`src/rtl/mcf_pkg.sv`:
```
// Shared types and constants for the MP3 module command framer.
package mcf_pkg;

    localparam int unsigned FRAME_LEN  = 10;
    localparam int unsigned IDX_W      = $clog2(FRAME_LEN);
    localparam logic [IDX_W-1:0] IDX_LAST = IDX_W'(FRAME_LEN - 1);

    localparam logic [4:0] VOL_MAX   = 5'd30;
    localparam logic [4:0] VOL_RESET = 5'd15;
    localparam logic [7:0] TRK_RESET = 8'd1;
    localparam logic [6:0] FOLD_MAX  = 7'd99;

    // Fixed frame bytes
    localparam logic [7:0] BYTE_START = 8'h7E;
    localparam logic [7:0] BYTE_VER   = 8'hFF;
    localparam logic [7:0] BYTE_LEN   = 8'h06;
    localparam logic [7:0] BYTE_FBACK = 8'h00;
    localparam logic [7:0] BYTE_END   = 8'hEF;

    // Command codes on the wire
    localparam logic [7:0] CODE_PLAY   = 8'h0D;
    localparam logic [7:0] CODE_PAUSE  = 8'h0E;
    localparam logic [7:0] CODE_STOP   = 8'h16;
    localparam logic [7:0] CODE_NEXT   = 8'h01;
    localparam logic [7:0] CODE_PREV   = 8'h02;
    localparam logic [7:0] CODE_SETVOL = 8'h06;
    localparam logic [7:0] CODE_TRACK  = 8'h03;
    localparam logic [7:0] CODE_FOLDER = 8'h0F;
    localparam logic [7:0] CODE_QSTAT  = 8'h3F;
    localparam logic [7:0] CODE_QCOUNT = 8'h48;

    typedef enum logic [3:0] {
        KIND_PLAY    = 4'd0,
        KIND_PAUSE   = 4'd1,
        KIND_STOP    = 4'd2,
        KIND_NEXT    = 4'd3,
        KIND_PREV    = 4'd4,
        KIND_SETVOL  = 4'd5,
        KIND_VOLUP   = 4'd6,
        KIND_VOLDOWN = 4'd7,
        KIND_TRACK   = 4'd8,
        KIND_FOLDER  = 4'd9,
        KIND_QSTAT   = 4'd10,
        KIND_QCOUNT  = 4'd11
    } kind_t;

    // One decoded frame plus the player state it reports
    typedef struct packed {
        logic [7:0]  code;
        logic [7:0]  p1;
        logic [7:0]  p2;
        logic [15:0] chk;
        logic        playing;
        logic [7:0]  track;
        logic [4:0]  volume;
    } frame_t;

endpackage

```
`src/rtl/mp3_module_command_framer.sv`:
```
// Top level of the MP3 module command framer.
//
// Usage:
//   cfg channel (cfg_valid/cfg_ready, total_tracks): sets the track count used
//   for next/prev wrap and play-track range checks. Always ready; write it
//   only while the block is idle.
//   in channel (in_valid/in_ready, kind/value/folder): one player command per
//   beat. Unless rejected, it updates volume, track and playing at acceptance.
//   out channel (out_valid/out_ready): an accepted command produces ten beats,
//   the serial frame 7E FF 06 cmd 00 p1 p2 chkH chkL EF, last_byte set on the
//   tenth. Each beat also carries the player state after that command.
//   Rejected commands (volume at limit, bad track or folder, unknown kind)
//   are taken like any other command and produce no beats.
// With the output idle, an accepted command is held in the decode register,
//   then in the serializer frame register, before the first byte is valid.
// Throughput: one frame byte per cycle while out_ready is high, frames going
//   out back to back; set by the output byte counter.
// A decoded frame waits in the decode register while the previous one is
//   still being sent, so the next command is taken before the output drains.
//   When out_ready is low the byte and counter hold; in_ready drops once the
//   decode register is full.
// Reset: volume 15, track 1, not playing, total_tracks 0, no frame pending.
module mp3_module_command_framer (
    input  logic       clk,
    input  logic       rst_n,
    input  logic       cfg_valid,
    output logic       cfg_ready,
    input  logic [7:0] total_tracks,
    input  logic       in_valid,
    output logic       in_ready,
    input  logic [3:0] kind,
    input  logic [7:0] value,
    input  logic [6:0] folder,
    output logic       out_valid,
    input  logic       out_ready,
    output logic [7:0] frame_byte,
    output logic       last_byte,
    output logic       playing,
    output logic [7:0] track_now,
    output logic [4:0] volume_now
);
    import mcf_pkg::*;

    logic   frm_valid;
    logic   frm_take;
    frame_t frm;

    // Config register is a plain load; never stalls.
    assign cfg_ready = 1'b1;

    // Decode stage: state update and frame contents, one command per beat.
    mcf_decoder u_decoder (
        .clk          (clk),
        .rst_n        (rst_n),
        .cfg_valid    (cfg_valid),
        .total_tracks (total_tracks),
        .in_valid     (in_valid),
        .in_ready     (in_ready),
        .kind         (kind),
        .value        (value),
        .folder       (folder),
        .frm_valid    (frm_valid),
        .frm          (frm),
        .frm_take     (frm_take)
    );

    // Output stage: walks the held frame one byte per beat.
    mcf_serializer u_serializer (
        .clk        (clk),
        .rst_n      (rst_n),
        .frm_valid  (frm_valid),
        .frm        (frm),
        .frm_take   (frm_take),
        .out_valid  (out_valid),
        .out_ready  (out_ready),
        .frame_byte (frame_byte),
        .last_byte  (last_byte),
        .playing    (playing),
        .track_now  (track_now),
        .volume_now (volume_now)
    );

endmodule

```
`src/rtl/mcf_decoder.sv`:
```
// Command decode, player state update and frame build.
module mcf_decoder (
    input  logic                clk,
    input  logic                rst_n,
    input  logic                cfg_valid,
    input  logic [7:0]          total_tracks,
    input  logic                in_valid,
    output logic                in_ready,
    input  logic [3:0]          kind,
    input  logic [7:0]          value,
    input  logic [6:0]          folder,
    output logic                frm_valid,
    output mcf_pkg::frame_t     frm,
    input  logic                frm_take
);
    import mcf_pkg::*;

    logic [7:0]  tracks_reg;
    logic [4:0]  vol_reg, vol_next;
    logic [7:0]  trk_reg, trk_next;
    logic        play_reg, play_next;
    logic        frm_valid_reg;
    frame_t      frm_reg, frm_next;
    logic        emit;
    logic [7:0]  code, p1, p2;
    logic [8:0]  trk_inc;
    logic [15:0] sum;
    logic        in_beat;

    assign in_ready = !frm_valid_reg || frm_take;
    assign in_beat  = in_valid && in_ready;
    assign trk_inc  = {1'b0, trk_reg} + 9'd1;

    always_comb
    begin
        emit      = 1'b1;
        code      = CODE_QSTAT;
        p1        = 8'd0;
        p2        = 8'd0;
        vol_next  = vol_reg;
        trk_next  = trk_reg;
        play_next = play_reg;
        case (kind_t'(kind))
            KIND_PLAY:
            begin
                code      = CODE_PLAY;
                play_next = 1'b1;
            end
            KIND_PAUSE:
            begin
                code      = CODE_PAUSE;
                play_next = 1'b0;
            end
            KIND_STOP:
            begin
                code      = CODE_STOP;
                play_next = 1'b0;
            end
            KIND_NEXT:
            begin
                code     = CODE_NEXT;
                trk_next = (trk_inc > {1'b0, tracks_reg}) ? 8'd1 : trk_inc[7:0];
            end
            KIND_PREV:
            begin
                code     = CODE_PREV;
                trk_next = (trk_reg <= 8'd1) ? tracks_reg : trk_reg - 8'd1;
            end
            KIND_SETVOL:
            begin
                code     = CODE_SETVOL;
                vol_next = (value > {3'd0, VOL_MAX}) ? VOL_MAX : value[4:0];
                p2       = {3'd0, vol_next};
            end
            KIND_VOLUP:
            begin
                code     = CODE_SETVOL;
                emit     = (vol_reg < VOL_MAX);
                vol_next = emit ? vol_reg + 5'd1 : vol_reg;
                p2       = {3'd0, vol_next};
            end
            KIND_VOLDOWN:
            begin
                code     = CODE_SETVOL;
                emit     = (vol_reg != 5'd0);
                vol_next = emit ? vol_reg - 5'd1 : vol_reg;
                p2       = {3'd0, vol_next};
            end
            KIND_TRACK:
            begin
                code = CODE_TRACK;
                emit = (value != 8'd0) && (value <= tracks_reg);
                p2   = value;
                if (emit)
                begin
                    trk_next  = value;
                    play_next = 1'b1;
                end
            end
            KIND_FOLDER:
            begin
                code = CODE_FOLDER;
                emit = (folder != 7'd0) && (folder <= FOLD_MAX) && (value != 8'd0);
                p1   = {1'b0, folder};
                p2   = value;
                if (emit)
                    play_next = 1'b1;
            end
            KIND_QSTAT:  code = CODE_QSTAT;
            KIND_QCOUNT: code = CODE_QCOUNT;
            default:     emit = 1'b0;
        endcase
    end

    // Checksum: two's complement of version + length + code + feedback + params
    assign sum = 16'(BYTE_VER) + 16'(BYTE_LEN) + 16'(code) + 16'(BYTE_FBACK)
               + 16'(p1) + 16'(p2);

    always_comb
    begin
        frm_next.code    = code;
        frm_next.p1      = p1;
        frm_next.p2      = p2;
        frm_next.chk     = 16'd0 - sum;
        frm_next.playing = play_next;
        frm_next.track   = trk_next;
        frm_next.volume  = vol_next;
    end

    always_ff @(posedge clk or negedge rst_n)
    begin
        if (!rst_n)
        begin
            tracks_reg    <= 8'd0;
            vol_reg       <= VOL_RESET;
            trk_reg       <= TRK_RESET;
            play_reg      <= 1'b0;
            frm_valid_reg <= 1'b0;
        end
        else
        begin
            if (cfg_valid)
                tracks_reg <= total_tracks;
            if (in_beat)
            begin
                frm_valid_reg <= emit;
                if (emit)
                begin
                    vol_reg  <= vol_next;
                    trk_reg  <= trk_next;
                    play_reg <= play_next;
                end
            end
            else if (frm_take)
                frm_valid_reg <= 1'b0;
        end
    end

    always_ff @(posedge clk)
    begin
        if (in_beat && emit)
            frm_reg <= frm_next;
    end

    assign frm_valid = frm_valid_reg;
    assign frm       = frm_reg;

endmodule

```
`src/rtl/mcf_serializer.sv`:
```
// Frame serializer: sends one held frame as ten output beats.
module mcf_serializer (
    input  logic                clk,
    input  logic                rst_n,
    input  logic                frm_valid,
    input  mcf_pkg::frame_t     frm,
    output logic                frm_take,
    output logic                out_valid,
    input  logic                out_ready,
    output logic [7:0]          frame_byte,
    output logic                last_byte,
    output logic                playing,
    output logic [7:0]          track_now,
    output logic [4:0]          volume_now
);
    import mcf_pkg::*;

    logic                busy_reg;
    logic [IDX_W-1:0]    idx_reg;
    frame_t              frm_reg;
    logic                at_last;
    logic                done;

    assign at_last  = (idx_reg == IDX_LAST);
    assign done     = busy_reg && out_ready && at_last;
    assign frm_take = frm_valid && (!busy_reg || done);

    always_ff @(posedge clk or negedge rst_n)
    begin
        if (!rst_n)
        begin
            busy_reg <= 1'b0;
            idx_reg  <= '0;
        end
        else if (frm_take)
        begin
            busy_reg <= 1'b1;
            idx_reg  <= '0;
        end
        else if (done)
            busy_reg <= 1'b0;
        else if (busy_reg && out_ready)
            idx_reg <= idx_reg + IDX_W'(1);
    end

    always_ff @(posedge clk)
    begin
        if (frm_take)
            frm_reg <= frm;
    end

    always_comb
    begin
        case (idx_reg)
            IDX_W'(0): frame_byte = BYTE_START;
            IDX_W'(1): frame_byte = BYTE_VER;
            IDX_W'(2): frame_byte = BYTE_LEN;
            IDX_W'(3): frame_byte = frm_reg.code;
            IDX_W'(4): frame_byte = BYTE_FBACK;
            IDX_W'(5): frame_byte = frm_reg.p1;
            IDX_W'(6): frame_byte = frm_reg.p2;
            IDX_W'(7): frame_byte = frm_reg.chk[15:8];
            IDX_W'(8): frame_byte = frm_reg.chk[7:0];
            default:   frame_byte = BYTE_END;
        endcase
    end

    assign out_valid  = busy_reg;
    assign last_byte  = at_last;
    assign playing    = frm_reg.playing;
    assign track_now  = frm_reg.track;
    assign volume_now = frm_reg.volume;

endmodule

```
`config.mk`:
```
export PLATFORM = sky130hd
export DESIGN_NAME = mp3_module_command_framer
export DESIGN_NICKNAME = d
export VERILOG_FILES = /design/src/rtl/mcf_pkg.sv /design/src/rtl/mp3_module_command_framer.sv /design/src/rtl/mcf_decoder.sv /design/src/rtl/mcf_serializer.sv
export SDC_FILE = /design/constraint.sdc
export NUM_CORES = 1
export LEC_CHECK = 0
export ABC_CLOCK_PERIOD_IN_PS = 9300
export BUFFER_PORTS_ARGS = -buffer_cell sky130_fd_sc_hd__buf_2
export CORE_ASPECT_RATIO = 0.6
export CORE_MARGIN = 2
export CORE_UTILIZATION = 30
export DETAILED_ROUTE_END_ITERATION = 10
export SETUP_SLACK_MARGIN = 0.5
export SKIP_LAST_GASP = 1
export SLEW_MARGIN = 30
export SYNTH_ARGS = -nofsm -noshare
export SYNTH_HDL_FRONTEND = slang
export SYNTH_SLANG_ARGS = --single-unit
```
`constraint.sdc`:
```
create_clock -name clk -period 9.3 [get_ports clk]
set_clock_uncertainty 0.05 [all_clocks]
set_input_delay 0.93 -clock clk [delete_from_list [all_inputs] [get_ports clk]]
set_output_delay 0.93 -clock clk [all_outputs]
set_load 0.01 [all_outputs]
```
==> results.py <==
metrics = {
    "status": {
        "status": "finished clean",
    },
    "power_and_ir_drop": {
        "peakVddDrop_v": 0.000109,
        "cellPowerDensity_mw_per_mm2": 275,
        "p_leak_nw": 3.18,
    },
    "cts": {
        "cts_max_level": 4,
        "numClockSinks": 120,
        "clock_latency_ns": 0.42,
        "cts_tree": "done",
        "postCtsSetupBuffers": 0,
        "cts.path.max_buffers": 2,
        "cts_hold_buf": 0,
        "root_buffer": "clkbuf_16",
        "cts.clk_slew.worst_paths_ns": 0.06,
        "cts_buffers": 17,
        "cts_resized": 0,
    },
    "floorplanning": {
        "rows": 42,
        "core_mm2": 0.0223,
        "dieHeight_um": 121,
        "num_io_pins": 58,
        "start_util_pct": 30.9,
        "die_area_mm2": 0.0242,
        "die_w_um": 200,
    },
    "layout": {
        "diodes": 0,
        "largest_register_ffs": 46,
        "nFillCells": 2215,
        "area.growth.synth_to_final_pct": 15.6,
        "drive_gt1_share_pct": 16.9,
        "instances_no_fill": 996,
        "nets": 758,
    },
    "critical_path": {
        "worstPathRequired_ns": 9.43,
        "rrSetupSlack_ns": 4.67,
        "rr_startpoint": "u_decoder.vol_reg[0]",
        "path_max_fanout": 20,
        "worstSetupPathType": "input pin to flop",
        "cp-end-kind": "flop",
        "rr_worst_depth": 19,
        "timing.critical_path.from": "kind[0]",
        "crit_arrival_ns": 4.89,
        "crit_path_start_kind": "input pin",
    },
    "timing": {
        "holdWs_ns": 0.363,
        "fmax_mhz": 210,
        "report.final.slew_viol_count": 0,
        "maxSlewHeadroom_pct": 33.3,
        "fin_crit_ns": 4.76,
        "rsz0062_at_grt": "no",
        "timing.final.crit_share_pct": 51.2,
        "hold_viol": 0,
        "setup_violations": 0,
        "tns_ns": 0,
        "worstMarginPinSlew_ns": 0.992,
    },
    "global_route": {
        "grt_start_max_net_pins": 48,
        "grt_use_met2_pct": 18.8,
        "use_met3_pct": 5.75,
        "grt_pass1_vias": 4675,
        "grt_first_pass_wirelength_um": 28300,
        "grt_overflow_total": 0,
        "grt_util_all_layers_pct": 16.1,
        "gr-usage-met1_pct": 26.2,
        "antenna_found_initial": 0,
        "busiest_layer": "met1",
    },
    "worst_hold_path": {
        "min_path_cells": 0,
        "hp-start": "u_decoder.frm[10]",
        "hold_path.class": "flop to flop",
    },
    "yosys": {
        "syn_avg_cell_area_um2": 10.8,
        "yosys-top-cells-count": "edfxtp_1 (92), nand2_1 (54), nor2_1 (45)",
        "synthTopCellsByArea": "edfxtp_1 (40%), dfrtp_1 (8.3%), ha_1 (8.0%)",
        "synth.largest_area_cell": "edfxtp_1",
        "synth-async-reset-ratio_pct": 23.3,
        "yosysMostFrequentCell": "edfxtp_1",
        "yosys_warnings": 0,
        "synth_edf_count": 92,
        "syn_area_mm2": 0.00689,
        "yosys_most_used_dff": "edfxtp_1",
        "yosysSeqAreaShare_pct": 50.3,
        "synth_cells": 636,
        "synth_top_area_share_pct": 40.1,
        "synth_cell_types": 72,
        "ys_ff_latch": 120,
    },
    "placement": {
        "portBuffers": 56,
        "dp_cells": 964,
        "hpwlAfterDp_um": 14000,
        "gp_congestion": 0.918,
    },
    "detailed_routing": {
        "num_vias": 5092,
        "wl_per_cell_um": 18.8,
        "routed_wl_um": 18700,
        "ant_nets": 0,
        "drc": 0,
        "detail_route.iter0.violations": 648,
        "detail_route.vias_per_cell": 5.11,
        "drtPass1Iterations": 7,
    },
    "run": {
        "cap_viol_max_count": 0,
    },
}
==> cells by family (layout without fill, tap and decap cells) <==
group | after synthesis | in the layout | synth area share, %
buf+inv | 84 | 135 | 5.63
simple gates | 188 | 188 | 13.7
other cells | 2 | 3 | 0.109
fa+ha+maj | 51 | 51 | 10.0
flops | 120 | 120 | 50.3
mux | 13 | 13 | 2.01
compound gates | 161 | 161 | 16.0
xor+xnor | 17 | 17 | 2.16
==> metrics by stage <==
stage               utilization [%]  area (um^2)  setup slack, ns  total power (W)
floorplan                         -         6900             4.71          0.00126
global placement               33.0         7360             4.25          0.00149
detailed placement             33.0         7360             4.14          0.00149
CTS                            35.8         7970             4.57          0.00218
global route                   35.8         7970             4.17          0.00231
finish                         35.8         7970             4.54          0.00219
==> per-layer routing <==
layer	up-vias	part of all wire, %
met3	16	11
li1	2421	-
met4	0	1.0
met2	259	35
met1	2396	52
met5	-	0
==> cell usage in the layout (no fill, tap or decap), types with 10 or more instances in the layout <==
cell type  count
a21oi_1       29
o211ai_1      12
nor2_1        45
nand2_1       54
dfrtp_1       23
o21ai_0       38
inv_1         43
clkbuf_16     17
nor2b_1       11
nand3_1       14
edfxtp_1      92
ha_1          44
and2_1        10
buf_2         56
==> area by class of cell <==
| type | count | area (um^2) | share of cell area, % |
|---|---|---|---|
| clock inverters | 15 | 181 | 2.28 |
| well taps | 308 | 385 | 4.84 |
| repair buffers | 59 | 303 | 3.80 |
| inverters | 44 | 165 | 2.07 |
| flip-flops and latches | 120 | 3470 | 43.5 |
| multi-input cells | 433 | 3040 | 38.1 |
| clock buffers | 17 | 425 | 5.34 |
==> path summary, 6_finish.rpt <==
kind,to
setup / recovery,u_decoder.frm[23]
hold reg to reg,u_serializer.track_now[5]
max in group asynchronous,u_decoder.vol_reg[4]
hold / removal,u_serializer.track_now[5]
min in group asynchronous,u_serializer.idx_reg[3]
setup reg to reg,u_decoder.frm[23]
==> critical path: stages <==
cell      delay [ns]
buf_2           0.31
inv_1           0.26
or4_1           0.47
o31ai_1         0.08
nand2_1         0.08
o311a_1         0.12
o21ai_0         0.36
and2_1          0.22
fa_1            0.40
ha_1            0.31
ha_1            0.34
a21o_1          0.19
a21oi_1         0.21
o21bai_1        0.09
a21oi_1         0.23
nor2b_1         0.07
o21ai_0         0.15
nand2b_1        0.07
==> where the power goes <==
| part | switching (W) | internal, W |
|---|---|---|
| registers | 0.000105 | 0.000694 |
| logic | 0.000427 | 0.000272 |
| clock network | 0.000284 | 0.000407 |
(Power assumes the default switching activity.)
